File: src/hdl/pgss_pkg.sv
// Shared types, constants and helper functions for the periodic Gaussian seed stamper.
`timescale 1ns / 1ps
`default_nettype none
package pgss_pkg;

   localparam int LATTICE_X_DEF = 64;
   localparam int LATTICE_Y_DEF = 64;
   localparam int LATTICE_Z_DEF = 64;

   localparam int COORD_W    = 6;
   localparam int PHI_W      = 32;
   localparam int DELTA_W    = 8;
   localparam int R2_W       = 14;
   localparam int AMP_W      = 31;
   localparam int THR_W      = 31;
   localparam int SAFE_W     = 14;
   localparam int COEF_W     = 24;
   localparam int X_W        = COEF_W + R2_W;
   localparam int REM_W      = 29;
   localparam int N_W        = 5;
   localparam int T_W        = 30;
   localparam int ACC_W      = 31;
   localparam int PROD_W     = 60;
   localparam int PR_W       = 62;
   localparam int AMPG_W     = 62;
   localparam int CSR_IDX_W  = 3;
   localparam int CSR_DATA_W = 32;

   localparam logic [REM_W-1:0] LN2_Q24   = 29'd11629080;
   localparam logic [X_W-1:0]   EXP_LIMIT = 38'd360501480;
   localparam logic [ACC_W-1:0] ONE_Q30   = 31'h4000_0000;
   localparam logic [AMPG_W-1:0] HALF_Q30 = 62'h2000_0000;

   typedef enum logic [CSR_IDX_W-1:0] {
      CSR_CENTER_X,
      CSR_CENTER_Y,
      CSR_CENTER_Z,
      CSR_AMPLITUDE,
      CSR_THRESHOLD,
      CSR_SAFE_DIST_SQ,
      CSR_GAUSS_COEF
   } csr_index_type;

   typedef enum logic {
      OP_CHECK,
      OP_STAMP
   } op_type;

   typedef enum logic [3:0] {
      ST_IDLE,
      ST_MULX,
      ST_RANGE,
      ST_DIV,
      ST_HMUL,
      ST_HREC,
      ST_HFIX,
      ST_SHIFT,
      ST_AMP,
      ST_DONE
   } back_state_type;

   typedef struct packed {
      op_type                   op;
      logic                     last;
      logic signed [PHI_W-1:0]  phi;
      logic [R2_W-1:0]          r2;
      logic                     blocked;
   } entry_type;

   typedef struct packed {
      logic [AMP_W-1:0]  amplitude;
      logic [COEF_W-1:0] gauss_coef;
   } cfg_type;

   // floor(2^32 / k), saturated for k = 1; the caller corrects by one
   function automatic logic [31:0] recip(input logic [3:0] k);
      logic [31:0] r;
      case (k)
         4'd1:    r = 32'hFFFF_FFFF;
         4'd2:    r = 32'h8000_0000;
         4'd3:    r = 32'd1431655765;
         4'd4:    r = 32'h4000_0000;
         4'd5:    r = 32'd858993459;
         4'd6:    r = 32'd715827882;
         4'd7:    r = 32'd613566756;
         4'd8:    r = 32'h2000_0000;
         default: r = 32'h0;
      endcase
      return r;
   endfunction

endpackage
`default_nettype wire

File: src/hdl/pgss_queue.sv
// Two-entry queue between the front end and the back end.
`timescale 1ns / 1ps
`default_nettype none
module pgss_queue (
   input  wire logic                clock,
   input  wire logic                reset,
   input  wire logic                push,
   input  wire pgss_pkg::entry_type push_entry,
   output logic                     full,
   input  wire logic                pop,
   output logic                     head_valid,
   output pgss_pkg::entry_type      head
);

   pgss_pkg::entry_type mem_ff [2];
   logic       wr_ff, rd_ff;
   logic [1:0] cnt_ff;

   assign full       = cnt_ff[1];
   assign head_valid = (cnt_ff != 2'd0);
   assign head       = mem_ff[rd_ff];

   always_ff @(posedge clock) begin
      if (push) begin
         mem_ff[wr_ff] <= push_entry;
      end
   end

   always_ff @(posedge clock) begin
      if (reset) begin
         wr_ff  <= 1'b0;
         rd_ff  <= 1'b0;
         cnt_ff <= 2'd0;
      end else begin
         if (push) wr_ff <= ~wr_ff;
         if (pop)  rd_ff <= ~rd_ff;
         case ({push, pop})
            2'b10:   cnt_ff <= cnt_ff + 2'd1;
            2'b01:   cnt_ff <= cnt_ff - 2'd1;
            default: cnt_ff <= cnt_ff;
         endcase
      end
   end

endmodule
`default_nettype wire

File: config.mk
export PLATFORM = sky130hd
export DESIGN_NAME = pgss_queue
export DESIGN_NICKNAME = d
export VERILOG_FILES = /design/src/hdl/pgss_pkg.sv /design/src/hdl/pgss_queue.sv
export SDC_FILE = /design/constraint.sdc
export NUM_CORES = 1
export LEC_CHECK = 0
export ABC_AREA = 1
export BUFFER_PORTS_ARGS = -buffer_cell sky130_fd_sc_hd__buf_2
export CORE_MARGIN = 2
export CORE_UTILIZATION = 31
export DETAILED_ROUTE_END_ITERATION = 8
export PLACE_DENSITY_LB_ADDON = 0.2
export RECOVER_POWER = 50
export SLEW_MARGIN = 20
export SYNTH_ARGS = -nofsm -noshare
export SYNTH_HDL_FRONTEND = slang
export SYNTH_SLANG_ARGS = --single-unit
File: constraint.sdc
create_clock -name clock -period 4 [get_ports clock]
set_input_delay 0.6 -clock clock [delete_from_list [all_inputs] [get_ports clock]]
set_output_delay 0.6 -clock clock [all_outputs]
set_load 0.005 [all_outputs]
Word level (Yosys, flattened, before mapping). Memories as Yosys holds them, arrays and structs flattened. A register that Yosys moved wholly into a read port is not among the register bits. Cells that the tools add are included.

Input bits: 53. Flip-flop bits (word level): 4. Logic and storage cells: 17. Memories kept: 1. Output and inout port bits: 51. RAM bits: 98.

Memories: mem_ff (depth 2, width 49, read ports 1, clocked after Yosys merged registers in 1, write ports 1, RTL line pgss_queue.sv:15) `pgss_pkg::entry_type mem_ff [2];`.

Equality and inequality tests: 2. Reductions and logical operators: 2. Add/sub/neg operators: 2. Muxes and demuxes: 5. Bitwise operators: 2.

Operator list (number): $mux W1 (4); $pmux W2 S2 (1); $reduce_bool A2 Y1 (2); $add A2 B1 Y2 const B (1); $eq A2 B1 Y1 const B (1); $eq A2 B2 Y1 const B (1); $not A1 Y1 (2); $sub A2 B1 Y2 const B (1).

Depth between registers and ports, before layout.
Depth in word-level cells: 3. Gate-level depth with buffers: 7. Depth with buffers taken out: 7.

Worst setup path before layout. OpenSTA, ideal clock, no wires.

Path type: input-to-reg. Start: input port push. End: memory mem_ff[0][0] in the netlist's numbering, enable pin. Stages on the path: 2. Required time: 3.543 ns. Path buffers: 0. Arrival time: 2.716 ns. Setup time: 0.457 ns. Slack: 0.827 ns. Cells stage by stage: inv_1 -> nor2_1.

Cells in the longest elaborated chain, start to end: 2.

Ends and longest elaborated chain: from (decl) (RTL line pgss_queue.sv:7) `input wire logic push,`; $mux W1 (RTL line pgss_queue.sv:24) `if (push) begin`; $mux W1 (not written as such) (RTL line pgss_queue.sv:25) `mem_ff[wr_ff] <= push_entry;`; to (decl) (RTL line pgss_queue.sv:15).

No other way between the ends.

Worst setup path in the final report.
Start: input port push. End: memory mem_ff[0][24] in the netlist's numbering, enable pin.

Same word-level chain as after synthesis.

==> results_dict.tcl <==
set metrics [dict create \
    outcome "finished, violations left" \
    failed_checks "max-capacitance violations, max-slew violations" \
    finalCriticalPeriod_ns 2.75 \
    ys_types 17 \
    placement.io_buffers 103 \
    cts-buffers-inserted 9 \
    p_clk_share_pct 35.7 \
    post_synth.cell_area_avg_um2 20.8 \
    boundaryPins 104 \
    tritoncts "done" \
    overall_global_routing_usage_pct 10.2 \
    max-vdd-ir-drop_mv 0.150 \
    launch_instance_of_the_worst_min_delay_path "push_entry[8]" \
    delay_of_the_slowest_cell_on_the_worst_path_ns 1.47 \
    cpLargestDelayFamily "simple AND/OR/NAND/NOR gates" \
    floorplan.die.height_um 115 \
    pwr_density_cell_nw_per_um2 488 \
    net-switching-power_uw 472 \
    post-place-cells 432 \
    finalSetupViolations 0 \
    routed_vias 1951 \
    ctsRootBufferMaster "clkbuf_16" \
    layout.nets 350 \
    routed_wl_mm 6.61 \
    post-dp-hpwl_mm 4.30 \
    global_route_wire_length_before_repair_mm 10.0 \
    grt_antenna_before_repair 0 \
    final_worst_slack_ns 1.25 \
    synthCells 183 \
    cp-end-kind "flip-flop" \
    timing.critical_path.arrival_ns 2.77 \
    critPathSlowestCell "nor2_1" \
    yosysWarnings 0 \
    clock_path_buffers 2 \
    power_leakage_nw 1.75 \
    fraction_of_layout_instances_using_a_drive_strength_above_1_pct 47.7 \
    max-cap-violations 1 \
    r2r-start "wr_ff" \
    first_global_vias 1997 \
    detail_route.drc_violations 0 \
    timing.setup.critical_path_class "in2reg" \
    crit_buf_inv 3 \
    seqPwrFrac_pct 55.1 \
    final-max-slew-violation-count 23 \
    timing.fmax_mhz 363 \
    start_point_of_the_critical_path "push" \
    preCtsSetupSlack_ns 1.56 \
    die_x_um 115 \
    rows 40 \
    postSynthNetCount 237 \
    setup_repair_after_global_routing_missed_its_margin "no" \
    max_slew.worst_pin.slew_ns 2.00 \
    cts_num_sinks 103 \
    route.antenna.remaining_nets 0 \
    setup_repair_bufs_after_cts 0 \
    clock_skew_ns 0.00370 \
    cts.reportedPaths.clkPinSlew_ns 0.07 \
    dieArea_um2 13200 \
    avgRoutedWirePerCell_um 14.8 \
    slew_headroom_pct -33.5 \
    route.detailed.vias_per_inst 4.36 \
    timing.critical_path.fanout_max 22 \
    routabilityCongestion 0.634 \
    drt-pass1-iter-count 6 \
    h-tree-depth 3 \
    synth.cell_area_um2 3800 \
    postCtsHoldBufs 0 \
    cts_resized 0 \
    cp-start-kind "input port" \
    effective_utilization_at_floorplan_pct 31.6 \
    finalNonFillerCells 447 \
    drt_iter0_drc 76 \
    finalCritPeriodShare_pct 68.8 \
    number_of_failing_hold_endpoints_at_the_final_stage 0 \
    power_report.internal_total_mw 1.84 \
    antenna-diode-count 0 \
    timing.hold.worst.class "in2reg" \
    synth-seq-cells 103 \
    synth_sequential_area_ratio_pct 80.1 \
    power.share.switching_pct 20.5 \
    worst-endpoint-required_ns 4.02 \
    grt_remaining_overflow 0 \
    area_growth_syn_to_layout_pct 24.3 \
    power.share.combinational_pct 9.2 \
    grt_start_max_net_pins 33 \
    insertion_delay_ns 0.33 \
    timing.critical_path.cells "clkbuf_1 > inv_1 > nor2_1 > buf_4" \
    setup-tns-final_ns 0 \
    fp.coreArea_um2 12000 \
]
==> metal layers <==
metal  GRT usage, %  part of all wire (%)  up-vias
li1               -                     -      929
met1           13.3                    46      940
met2           15.3                    45       72
met3           2.95                   6.7       10
met4           5.54                   2.1        0
met5              0                     0        -
==> cell families (layout without fill, tap and decap cells) <==
logic type | Yosys count | after routing | share of synthesized area (%)
compound gates | 2 | 2 | 0.263
xor+xnor | 1 | 1 | 0.230
fa+ha+maj | 1 | 1 | 0.329
buf+inv | 11 | 128 | 1.88
flops | 103 | 103 | 80.1
mux | 49 | 49 | 15.5
simple gates | 16 | 16 | 1.74
==> worst reg2reg max path, cell delays in order, from the launching register on <==
cell	delay, ns
dfxtp_1	0.32
nor2_1	1.48
buf_4	0.50
==> worst paths after layout <==
path | slack, ns | endpoint | cells after the start
worst max-delay path | 1.25 | mem_ff[0][24] | 4
worst min register to register | 0.52 | wr_ff | 2
worst max register to register | 1.38 | mem_ff[0][24] | 2
worst min-delay path | 0.45 | mem_ff[1][8] | 1
==> power by group through the flow <==
stage          logic [mW]  registers (mW)  clock network (mW)
4_1_cts             0.223            1.27               0.850
6_report            0.212            1.27               0.824
5_1_grt             0.235            1.28               0.890
2_1_floorplan       0.131            1.28                   0
3_3_place_gp        0.219            1.30                   0
3_5_place_dp        0.222            1.30                   0
==> synthesized netlist by cell type <==
cell type	instances	area, um^2
or2_2	1	6.26
nand4_1	1	6.26
nor3_1	1	5.00
buf_4	3	22.5
buf_6	1	11.3
o21ai_0	1	5.00
mux2_2	39	439
xnor2_1	1	8.76
nand2_1	5	18.8
ha_1	1	12.5
edfxtp_1	98	2940
inv_1	6	22.5
buf_8	1	15.0
nor2_1	8	30.0
mux2_4	10	150
a21oi_1	1	5.00
dfxtp_1	5	100
==> placed cells by master (no fill, tap or decap) <==
cell type and instances:
clkinv_1 2, nand4_1 1, nor2_1 8, inv_1 6
mux2_4 10, buf_4 4, dfxtp_1 4, o21ai_0 1
clkinv_2 3, clkbuf_16 9, ha_1 1, dfxtp_2 1
mux2_2 39, a21oi_1 1, nand2_1 5, edfxtp_1 98
xnor2_1 1, nor3_1 1, bufinv_16 1, or2_2 1
clkbuf_1 28, buf_2 75
==> sequential cells by signal, indices dropped and copies added (netlist names), named ones only <==
register  count
mem_ff       98
cnt_ff        2
rd_ff         1
wr_ff         1
==> cell type report <==
type,count,area [um^2]
tap,147,184
clock inverter,6,52.6
fill,1149,7290
inverter,6,22.5
timing repair buffer,107,510
sequential,103,3040
multi-input combinational,69,687
clock buffer,9,225
==> stage by stage <==
step	power [mW]	hold WS, ns	util [%]	area [um^2]
floorplan	1.41	0.480	-	3800
global placement	1.51	0.493	37.4	4490
detailed placement	1.52	0.514	37.4	4490
CTS	2.35	0.435	39.7	4770
global route	2.40	0.441	39.3	4730
finish	2.31	0.450	39.3	4730
Note: power is estimated with default switching activity, not from simulation.
