## config.mk

```make
export PLATFORM = sky130hd
export DESIGN_NAME = pgss_front_flat
export DESIGN_NICKNAME = d
export VERILOG_FILES = /design/src/hdl/pgss_pkg.sv /design/src/hdl/pgss_ifs.sv /design/src/hdl/pgss_front.sv /design/src/flat_wrapper.sv
export SDC_FILE = /design/constraint.sdc
export NUM_CORES = 1
export LEC_CHECK = 0
export BUFFER_PORTS_ARGS = -buffer_cell sky130_fd_sc_hd__buf_2
export CORE_UTILIZATION = 45
export CTS_BUF_LIST = sky130_fd_sc_hd__clkbuf_2 sky130_fd_sc_hd__clkbuf_4 sky130_fd_sc_hd__clkbuf_8
export DETAILED_ROUTE_END_ITERATION = 10
export PLACE_DENSITY = 0.66
export RECOVER_POWER = 50
export SLEW_MARGIN = 40
export SYNTH_ARGS = -nofsm -noshare
export SYNTH_HDL_FRONTEND = slang
export SYNTH_SLANG_ARGS = --single-unit
```

## constraint.sdc

```tcl
create_clock -name clock -period 23.1 [get_ports clock]
set_input_delay 1.155 -clock clock [delete_from_list [all_inputs] [get_ports clock]]
set_output_delay 1.155 -clock clock [all_outputs]
set_load 0.005 [all_outputs]
```

## src/hdl/pgss_pkg.sv

```systemverilog
// Shared types, constants and helper functions for the periodic Gaussian seed stamper.
`timescale 1ns / 1ps
`default_nettype none
package pgss_pkg;

   localparam int LATTICE_X_DEF = 64;
   localparam int LATTICE_Y_DEF = 64;
   localparam int LATTICE_Z_DEF = 64;

   localparam int COORD_W    = 6;
   localparam int PHI_W      = 32;
   localparam int DELTA_W    = 8;
   localparam int R2_W       = 14;
   localparam int AMP_W      = 31;
   localparam int THR_W      = 31;
   localparam int SAFE_W     = 14;
   localparam int COEF_W     = 24;
   localparam int X_W        = COEF_W + R2_W;
   localparam int REM_W      = 29;
   localparam int N_W        = 5;
   localparam int T_W        = 30;
   localparam int ACC_W      = 31;
   localparam int PROD_W     = 60;
   localparam int PR_W       = 62;
   localparam int AMPG_W     = 62;
   localparam int CSR_IDX_W  = 3;
   localparam int CSR_DATA_W = 32;

   localparam logic [REM_W-1:0] LN2_Q24   = 29'd11629080;
   localparam logic [X_W-1:0]   EXP_LIMIT = 38'd360501480;
   localparam logic [ACC_W-1:0] ONE_Q30   = 31'h4000_0000;
   localparam logic [AMPG_W-1:0] HALF_Q30 = 62'h2000_0000;

   typedef enum logic [CSR_IDX_W-1:0] {
      CSR_CENTER_X,
      CSR_CENTER_Y,
      CSR_CENTER_Z,
      CSR_AMPLITUDE,
      CSR_THRESHOLD,
      CSR_SAFE_DIST_SQ,
      CSR_GAUSS_COEF
   } csr_index_type;

   typedef enum logic {
      OP_CHECK,
      OP_STAMP
   } op_type;

   typedef enum logic [3:0] {
      ST_IDLE,
      ST_MULX,
      ST_RANGE,
      ST_DIV,
      ST_HMUL,
      ST_HREC,
      ST_HFIX,
      ST_SHIFT,
      ST_AMP,
      ST_DONE
   } back_state_type;

   typedef struct packed {
      op_type                   op;
      logic                     last;
      logic signed [PHI_W-1:0]  phi;
      logic [R2_W-1:0]          r2;
      logic                     blocked;
   } entry_type;

   typedef struct packed {
      logic [AMP_W-1:0]  amplitude;
      logic [COEF_W-1:0] gauss_coef;
   } cfg_type;

   // floor(2^32 / k), saturated for k = 1; the caller corrects by one
   function automatic logic [31:0] recip(input logic [3:0] k);
      logic [31:0] r;
      case (k)
         4'd1:    r = 32'hFFFF_FFFF;
         4'd2:    r = 32'h8000_0000;
         4'd3:    r = 32'd1431655765;
         4'd4:    r = 32'h4000_0000;
         4'd5:    r = 32'd858993459;
         4'd6:    r = 32'd715827882;
         4'd7:    r = 32'd613566756;
         4'd8:    r = 32'h2000_0000;
         default: r = 32'h0;
      endcase
      return r;
   endfunction

endpackage
`default_nettype wire

```

## src/hdl/pgss_ifs.sv

```systemverilog
// Channel interfaces: site requests, results and register writes.
`timescale 1ns / 1ps
`default_nettype none
interface pgss_req_if;
   logic                                 valid;
   logic                                 ready;
   logic                                 op;
   logic [pgss_pkg::COORD_W-1:0]         site_x;
   logic [pgss_pkg::COORD_W-1:0]         site_y;
   logic [pgss_pkg::COORD_W-1:0]         site_z;
   logic signed [pgss_pkg::PHI_W-1:0]    site_phi;
   logic                                 last;
   modport source (output valid, op, site_x, site_y, site_z, site_phi, last, input ready);
   modport sink   (input valid, op, site_x, site_y, site_z, site_phi, last, output ready);
endinterface


interface pgss_csr_if;
   logic                                 valid;
   logic                                 ready;
   logic [pgss_pkg::CSR_IDX_W-1:0]       index;
   logic [pgss_pkg::CSR_DATA_W-1:0]      data;
   modport source (output valid, index, data, input ready);
   modport sink   (input valid, index, data, output ready);
endinterface
`default_nettype wire

```

## src/hdl/pgss_front.sv

```systemverilog
// Front end: register file, periodic distance, blocking test, queue push.
`timescale 1ns / 1ps
`default_nettype none
module pgss_front #(
   parameter int LATTICE_X = pgss_pkg::LATTICE_X_DEF,
   parameter int LATTICE_Y = pgss_pkg::LATTICE_Y_DEF,
   parameter int LATTICE_Z = pgss_pkg::LATTICE_Z_DEF
) (
   input  wire logic          clock,
   input  wire logic          reset,
   pgss_req_if.sink           req_ch,
   pgss_csr_if.sink           csr_ch,
   input  wire logic          q_full,
   output logic               q_push,
   output pgss_pkg::entry_type q_entry,
   output pgss_pkg::cfg_type  cfg
);

   localparam int LAT_MAX = (LATTICE_X > LATTICE_Y) ?
                            ((LATTICE_X > LATTICE_Z) ? LATTICE_X : LATTICE_Z) :
                            ((LATTICE_Y > LATTICE_Z) ? LATTICE_Y : LATTICE_Z);
   localparam int LW_RAW  = $clog2(LAT_MAX + 1) + 1;
   localparam int LW      = (LW_RAW > pgss_pkg::DELTA_W) ? LW_RAW : pgss_pkg::DELTA_W;

   logic [pgss_pkg::COORD_W-1:0] cx_ff, cy_ff, cz_ff;
   logic [pgss_pkg::AMP_W-1:0]   amp_ff;
   logic [pgss_pkg::THR_W-1:0]   thr_ff;
   logic [pgss_pkg::SAFE_W-1:0]  safe_ff;
   logic [pgss_pkg::COEF_W-1:0]  coef_ff;

   logic signed [pgss_pkg::DELTA_W-1:0] dx, dy, dz;
   logic signed [15:0]                  sqx, sqy, sqz;
   logic [pgss_pkg::R2_W-1:0]           r2;
   logic signed [pgss_pkg::PHI_W:0]     phe;
   logic [pgss_pkg::PHI_W:0]            mag;

   function automatic logic signed [pgss_pkg::DELTA_W-1:0] axis_delta(
      input logic [pgss_pkg::COORD_W-1:0] s,
      input logic [pgss_pkg::COORD_W-1:0] c,
      input int len
   );
      logic [pgss_pkg::COORD_W:0]   d;
      logic [pgss_pkg::COORD_W-1:0] direct;
      logic signed [LW-1:0]         dir_s;
      logic signed [LW-1:0]         wrap;
      d      = {1'b0, s} - {1'b0, c};
      direct = d[pgss_pkg::COORD_W] ? pgss_pkg::COORD_W'(-d) : d[pgss_pkg::COORD_W-1:0];
      dir_s  = signed'(LW'(direct));
      wrap   = signed'(LW'(len)) - dir_s;
      return (dir_s < wrap) ? pgss_pkg::DELTA_W'(dir_s) : pgss_pkg::DELTA_W'(wrap);
   endfunction

   assign csr_ch.ready = 1'b1;

   always_ff @(posedge clock) begin
      if (reset) begin
         cx_ff   <= '0;
         cy_ff   <= '0;
         cz_ff   <= '0;
         amp_ff  <= 31'd65536;
         thr_ff  <= 31'd3;
         safe_ff <= '0;
         coef_ff <= '0;
      end else if (csr_ch.valid) begin
         case (pgss_pkg::csr_index_type'(csr_ch.index))
            pgss_pkg::CSR_CENTER_X:     cx_ff   <= csr_ch.data[pgss_pkg::COORD_W-1:0];
            pgss_pkg::CSR_CENTER_Y:     cy_ff   <= csr_ch.data[pgss_pkg::COORD_W-1:0];
            pgss_pkg::CSR_CENTER_Z:     cz_ff   <= csr_ch.data[pgss_pkg::COORD_W-1:0];
            pgss_pkg::CSR_AMPLITUDE:    amp_ff  <= csr_ch.data[pgss_pkg::AMP_W-1:0];
            pgss_pkg::CSR_THRESHOLD:    thr_ff  <= csr_ch.data[pgss_pkg::THR_W-1:0];
            pgss_pkg::CSR_SAFE_DIST_SQ: safe_ff <= csr_ch.data[pgss_pkg::SAFE_W-1:0];
            pgss_pkg::CSR_GAUSS_COEF:   coef_ff <= csr_ch.data[pgss_pkg::COEF_W-1:0];
            default: ;
         endcase
      end
   end

   always_comb begin
      dx  = axis_delta(req_ch.site_x, cx_ff, LATTICE_X);
      dy  = axis_delta(req_ch.site_y, cy_ff, LATTICE_Y);
      dz  = axis_delta(req_ch.site_z, cz_ff, LATTICE_Z);
      sqx = dx * dx;
      sqy = dy * dy;
      sqz = dz * dz;
      r2  = pgss_pkg::R2_W'(sqx[11:0]) + pgss_pkg::R2_W'(sqy[11:0])
          + pgss_pkg::R2_W'(sqz[11:0]);
      phe = {req_ch.site_phi[pgss_pkg::PHI_W-1], req_ch.site_phi};
      mag = phe[pgss_pkg::PHI_W] ? (pgss_pkg::PHI_W+1)'(-phe) : (pgss_pkg::PHI_W+1)'(phe);
   end

   assign req_ch.ready     = ~q_full;
   assign q_push           = req_ch.valid & ~q_full;
   assign q_entry.op       = pgss_pkg::op_type'(req_ch.op);
   assign q_entry.last     = req_ch.last;
   assign q_entry.phi      = req_ch.site_phi;
   assign q_entry.r2       = r2;
   assign q_entry.blocked  = (r2 < safe_ff) && (mag > {2'b00, thr_ff});
   assign cfg.amplitude    = amp_ff;
   assign cfg.gauss_coef   = coef_ff;

endmodule
`default_nettype wire

```

## src/flat_wrapper.sv

```systemverilog
// flat-port wrapper written by rule: the top's interface ports become plain ports
module pgss_front_flat 
#(
   parameter int LATTICE_X = pgss_pkg::LATTICE_X_DEF,
   parameter int LATTICE_Y = pgss_pkg::LATTICE_Y_DEF,
   parameter int LATTICE_Z = pgss_pkg::LATTICE_Z_DEF
)
  (clock, reset, q_full, q_push, q_entry, cfg, req_ch_valid, req_ch_op, req_ch_site_x, req_ch_site_y, req_ch_site_z, req_ch_site_phi, req_ch_last, req_ch_ready, csr_ch_valid, csr_ch_index, csr_ch_data, csr_ch_ready);
  pgss_req_if req_ch_i ();
  pgss_csr_if csr_ch_i ();
  input  wire logic clock;
  input  wire logic reset;
  input  wire logic q_full;
  output logic q_push;
  output pgss_pkg::entry_type q_entry;
  output pgss_pkg::cfg_type cfg;
  input wire logic [$bits(req_ch_i.valid)-1:0] req_ch_valid;
  input wire logic [$bits(req_ch_i.op)-1:0] req_ch_op;
  input wire logic [$bits(req_ch_i.site_x)-1:0] req_ch_site_x;
  input wire logic [$bits(req_ch_i.site_y)-1:0] req_ch_site_y;
  input wire logic [$bits(req_ch_i.site_z)-1:0] req_ch_site_z;
  input wire logic [$bits(req_ch_i.site_phi)-1:0] req_ch_site_phi;
  input wire logic [$bits(req_ch_i.last)-1:0] req_ch_last;
  output wire logic [$bits(req_ch_i.ready)-1:0] req_ch_ready;
  input wire logic [$bits(csr_ch_i.valid)-1:0] csr_ch_valid;
  input wire logic [$bits(csr_ch_i.index)-1:0] csr_ch_index;
  input wire logic [$bits(csr_ch_i.data)-1:0] csr_ch_data;
  output wire logic [$bits(csr_ch_i.ready)-1:0] csr_ch_ready;
  assign req_ch_i.valid = req_ch_valid;
  assign req_ch_i.op = req_ch_op;
  assign req_ch_i.site_x = req_ch_site_x;
  assign req_ch_i.site_y = req_ch_site_y;
  assign req_ch_i.site_z = req_ch_site_z;
  assign req_ch_i.site_phi = req_ch_site_phi;
  assign req_ch_i.last = req_ch_last;
  assign req_ch_ready = req_ch_i.ready;
  assign csr_ch_i.valid = csr_ch_valid;
  assign csr_ch_i.index = csr_ch_index;
  assign csr_ch_i.data = csr_ch_data;
  assign csr_ch_ready = csr_ch_i.ready;
  pgss_front #(.LATTICE_X(LATTICE_X), .LATTICE_Y(LATTICE_Y), .LATTICE_Z(LATTICE_Z)) u_core (.clock(clock), .reset(reset), .req_ch(req_ch_i), .csr_ch(csr_ch_i), .q_full(q_full), .q_push(q_push), .q_entry(q_entry), .cfg(cfg));
endmodule
```

======== Word level (Yosys, flattened, before mapping) ========
Index checks and enable logic that the tools add are counted.
storage, ports and cells
  output and inout bits ................... 107
  bits in registers ....................... 118
  bits of input ports ..................... 92
operators by class
  muxes and demuxes ....................... 7
  multiply operators ...................... 3
  reductions and logical operators ........ 9
  $lt $le $gt $ge ......................... 5
  add/sub/neg operators ................... 12
  equality and inequality tests ........... 6
  bitwise gates (word level) .............. 2
operators by type and width
  kind                                              number
  multiplier 8 x 8 -> 12 bit                        3
  > comparator 33 x 31 -> 1 bit                     1
  2-to-1 mux 33 bit                                 1
  negation 32 -> 33 bit                             1
  < comparator 7 x 8 -> 1 bit                       3
  2-to-1 mux 8 bit                                  3
  subtractor 7 x 6 -> 8 bit (first input constant)  3
  subtractor 6 x 6 -> 7 bit                         3
  2-to-1 mux 6 bit                                  3
  negation 6 bit                                    3
  adder 14 x 12 -> 14 bit                           1
  < comparator 14 bit                               1
  AND reduction 2 bit                               7
  adder 12 x 12 -> 13 bit                           1
  == test 3 bit (second input constant)             3
  == test 3 x 2 -> 1 bit (second input constant)    2
  == test 3 x 1 -> 1 bit (second input constant)    1
  logical NOT 3 bit                                 1
  AND 1 bit                                         1
  logical AND 1 bit                                 1
  NOT 1 bit                                         1

======== Logic depth before layout (Yosys ltp) ========
  depth in word-level cells ............... 11
  gate-level depth with buffers ........... 46
  depth with buffers taken out ............ 46

======== Worst setup path after synthesis ========
No wires, ideal clock.
  path type ............................... input to output
  from .................................... in req_ch_site_x[0]
  to ...................................... out q_entry[0] in the netlist's numbering
  path slack .............................. 12.127 ns
  buffers on the path ..................... 0
  stages .................................. 39
  arrival ................................. 9.818 ns
  path through ............................ inv_1 -> ha_1 -> fa_1 -> nand2b_1 -> a21oi_2 -> o22ai_1 -> o21a_1 -> xor2_1 -> or3_1 -> ha_1 -> nor4_1 -> a21oi_1 -> a32oi_4 -> mux2i_2 -> nor2_1 -> ha_1 -> fa_1 -> ha_1 -> [... 3 more ...] -> inv_1 -> ha_1 -> a21oi_1 -> o21bai_1 -> a21oi_1 -> nor2b_1 -> o21a_1 -> o21ai_0 -> nand2b_1 -> a21oi_1 -> xnor2_1 -> ha_1 -> o41a_1 -> xor2_1 -> ha_1 -> o21a_1 -> a21o_1 -> a211oi_1
RTL lines
  item                RTL line            source
  start: declaration  flat_wrapper.sv:19  input wire logic [$bits(req_ch_i.site_x)-1:0] req_ch_site_x;
  end: declaration    flat_wrapper.sv:15  output pgss_pkg::entry_type q_entry;

==> flow_metrics.py <==
metrics = {
    "run_status": {
        "status": "finished, violations left",
        "violations": "DRC, capacitance limit, slew limit",
    },
    "routing": {
        "drtPass1Iterations": 8,
        "wl_per_cell_um": 14.11,
        "initialDrtViolationCount": 533,
        "drtAntennaViolNets": 0,
        "wirelength_mm": 28.74,
        "vias": 10316,
        "drc": 36,
        "vias_per_cell": 5.064,
    },
    "placed_design": {
        "gp_congestion": 0.8907,
        "numPortBuffers": 192,
        "dp_hpwl_mm": 23.06,
    },
    "grt": {
        "antenna_found_initial": 1,
        "grt.total_usage_pct": 20.77,
        "grt_start_max_net_pins": 91,
        "grt_pass1_vias": 9472,
        "grt_pass1_wl_mm": 46.75,
        "grt.overflow.total": 0,
    },
    "timing": {
        "worstMarginPinSlew_ns": 3.972,
        "finalCritPeriodShare_pct": 53.30,
        "finalClockSkew_ns": 0,
        "fin_tns_setup_ns": 0,
        "slew_headroom_pct": -164.8,
        "hold_viol": 0,
        "fmax_ghz": 0.08122,
        "rsz0062_at_grt": "no",
        "finalSetupViolCount": 0,
        "finalMaxSlewViolations": 91,
        "min_period_ns": 12.31,
    },
    "yosys": {
        "yosysSeqAreaShare_pct": 19.49,
        "ys_types": 68,
        "synth_top_family_by_area": "adder cells",
        "syn_area_um2": 12120,
        "synthTopCellsByArea": "dfxtp_1 (19%), ha_1 (17%), fa_1 (8.9%)",
        "yosys_warnings": 0,
        "synth_area_leader_cell": "dfxtp_1",
        "synth.top_cell.area_share_pct": 19.49,
        "synth_xor_area_share_pct": 9.065,
        "synthSimpleGateAreaFrac_pct": 17.10,
        "synth-main-ff-cell": "dfxtp_1",
        "synth-compound-area-share_pct": 15.18,
        "avgSynthCellArea_um2": 7.978,
        "async_flop_share_pct": 0,
        "synthCells": 1519,
        "ys_ff_latch": 118,
        "synth_edf_count": 0,
        "synthMuxAreaShare_pct": 3.572,
        "synthAdderAreaFrac_pct": 26.37,
    },
    "clocking": {
        "cts_setup_buffers": 0,
        "clock_latency_ns": 0.43,
        "htree_levels": 4,
        "cts_tree": "built",
        "clock_path_buffers": 2,
        "cts_resized": 0,
        "cts-root-buf": "clkbuf_8",
        "postCtsHoldBufs": 0,
        "numCtsBuffers": 17,
        "clk_pin_slew_worst_paths_ns": 0.07,
        "cts.sinks": 118,
    },
    "floorplanning": {
        "ios": 199,
        "die_area_um2": 27590,
        "die_h_um": 166.1,
        "initial_core_util_pct": 46.24,
        "die_w_um": 166.1,
        "num_rows": 59,
        "core_area_um2": 26210,
    },
    "layout": {
        "syn2layout_area_growth_pct": 12.23,
        "final_nets": 2002,
        "drive_above_1_share_pct": 13.76,
        "fillCellCount": 2562,
    },
    "worst_setup_path": {
        "crit_top_cell": "ha_1",
        "critPathLaunchType": "input pin",
        "end_kind": "output port",
        "reg2reg_to": "u_core.thr_ff[1]",
        "required_ns": 21.95,
        "crit_end": "q_entry[0]",
        "rr_startpoint": "u_core.thr_ff[1]",
        "cp.arrival_ns": 11.16,
        "cp_max_fo": 7,
        "cp-startpoint": "req_ch_site_x[0]",
        "rrSetupSlack_ns": 22.29,
        "slowest_stage": "fa_1",
        "rr_worst_depth": 3,
        "criticalPathCategory": "input pin to output port",
        "max_stage_delay_ns": 0.55,
    },
    "job": {
        "drv_cap": 1,
    },
    "hold_path": {
        "hp-class": "register to register",
    },
}
==> worst min path at each step <==
stage | end | depth (start not counted) | slack (ns) | start
6_report | u_core.amp_ff[9] | 2 | 0.45 | u_core.amp_ff[9]
3_3_place_gp | u_core.amp_ff[14] | 2 | 0.44 | u_core.amp_ff[14]
2_1_floorplan | u_core.safe_ff[10] | 2 | 0.44 | u_core.safe_ff[10]
5_1_grt | u_core.coef_ff[18] | 2 | 0.47 | u_core.coef_ff[18]
3_5_place_dp | u_core.coef_ff[14] | 2 | 0.44 | u_core.coef_ff[14]
4_1_cts | u_core.amp_ff[6] | 2 | 0.45 | u_core.amp_ff[6]
==> layer usage <==
metal	vias to the layer above	global-route usage (%)	routed length [µm]	share of wire (%)
met5	-	0	0	0
met2	221	35.06	13730	48
met3	27	2.717	1223	4.3
met1	4746	28.15	13390	47
met4	0	4.714	395	1.4
li1	5322	-	-	-
==> cells by family (layout without fill, tap and decap cells) <==
logic type / Yosys count / in the layout
other cells: 2 / 33
mux: 42 / 42
simple gates: 464 / 464
xor+xnor: 117 / 117
buf+inv: 261 / 413
flops: 118 / 118
compound gates: 292 / 292
fa+ha+maj: 223 / 223
==> synth_stat cells (35+ instances only) <==
| cell | number |
|---|---|
| nand2_1 | 240 |
| inv_1 | 183 |
| ha_1 | 169 |
| a21oi_1 | 149 |
| dfxtp_1 | 118 |
| nor2_1 | 98 |
| xnor2_1 | 78 |
| fa_1 | 54 |
| clkbuf_1 | 42 |
| o21ai_0 | 37 |
| mux2i_1 | 36 |
| buf_4 | 35 |
==> area by class of cell <==
| type | count | area, µm² | area share (%) |
|---|---|---|---|
| tap | 335 | 419.2 | 3.082 |
| multi-input combinational | 1169 | 8763 | 64.43 |
| sequential | 118 | 2362 | 17.37 |
| inverter | 183 | 686.9 | 5.050 |
| clock buffer | 18 | 247.7 | 1.821 |
| timing repair buffer | 198 | 953.4 | 7.009 |
| antenna | 2 | 5.005 | 0.03680 |
| clock inverter | 14 | 163.9 | 1.205 |
==> metrics by stage <==
stage | setup WS, ns | utilization [%] | cells | hold WS [ns] | instance area, µm²
after floorplan | 12.13 | - | 1548 | 0.4363 | 12230
after global placement | 10.87 | 50.51 | 2003 | 0.4406 | 13240
after detailed placement | 10.76 | 50.53 | 2003 | 0.4429 | 13240
after CTS | 10.74 | 52.10 | 2035 | 0.4538 | 13650
after global routing | 10.18 | 51.89 | 2036 | 0.4706 | 13600
final | 10.79 | 51.90 | 2037 | 0.4546 | 13600
==> critical path, delay by kind of cell <==
family | cells | cell delay (ns)
compound gates | 15 | 3.31
xor+xnor | 3 | 0.61
fa+ha+maj | 11 | 3.96
buf+inv | 5 | 0.42
mux | 1 | 0.54
simple gates | 6 | 1.16
==> flip-flops by register name, indices dropped and copies added (netlist names) <==
signal / cells
u_core.amp_ff: 31
u_core.thr_ff: 31
u_core.coef_ff: 24
u_core.safe_ff: 14
u_core.cx_ff: 6
u_core.cy_ff: 6
u_core.cz_ff: 6
==> cells in the final DEF, fill, tap and decap left out, types with 5 or more instances in the layout <==
master / netlist / routed
nand3b_1: 7 / 7
a21oi_1: 149 / 149
o21a_1: 9 / 9
xor2_1: 33 / 33
buf_2: 0 / 159
mux2i_1: 36 / 36
dfxtp_1: 118 / 118
o21ai_0: 37 / 37
o21bai_1: 18 / 18
clkbuf_8: 0 / 18
nand4_1: 8 / 8
a211oi_1: 7 / 7
a21o_1: 24 / 24
o41ai_1: 7 / 7
or3_1: 8 / 7
nand2b_1: 18 / 18
nor4_1: 7 / 7
nor3_1: 15 / 14
or2_2: 10 / 10
nor2b_1: 13 / 13
ha_1: 169 / 169
fa_1: 54 / 54
nand2_1: 240 / 240
xnor2_1: 78 / 78
nand3_1: 14 / 14
or4_1: 5 / 5
clkbuf_1: 42 / 36
conb_1: 2 / 31
nor2_1: 98 / 97
inv_1: 183 / 183
and2_1: 6 / 6
and3_1: 6 / 6
o31ai_1: 9 / 9
Power is not shown: default switching activity piles up to over one toggle a cycle in this logic, so the estimate is an artifact.
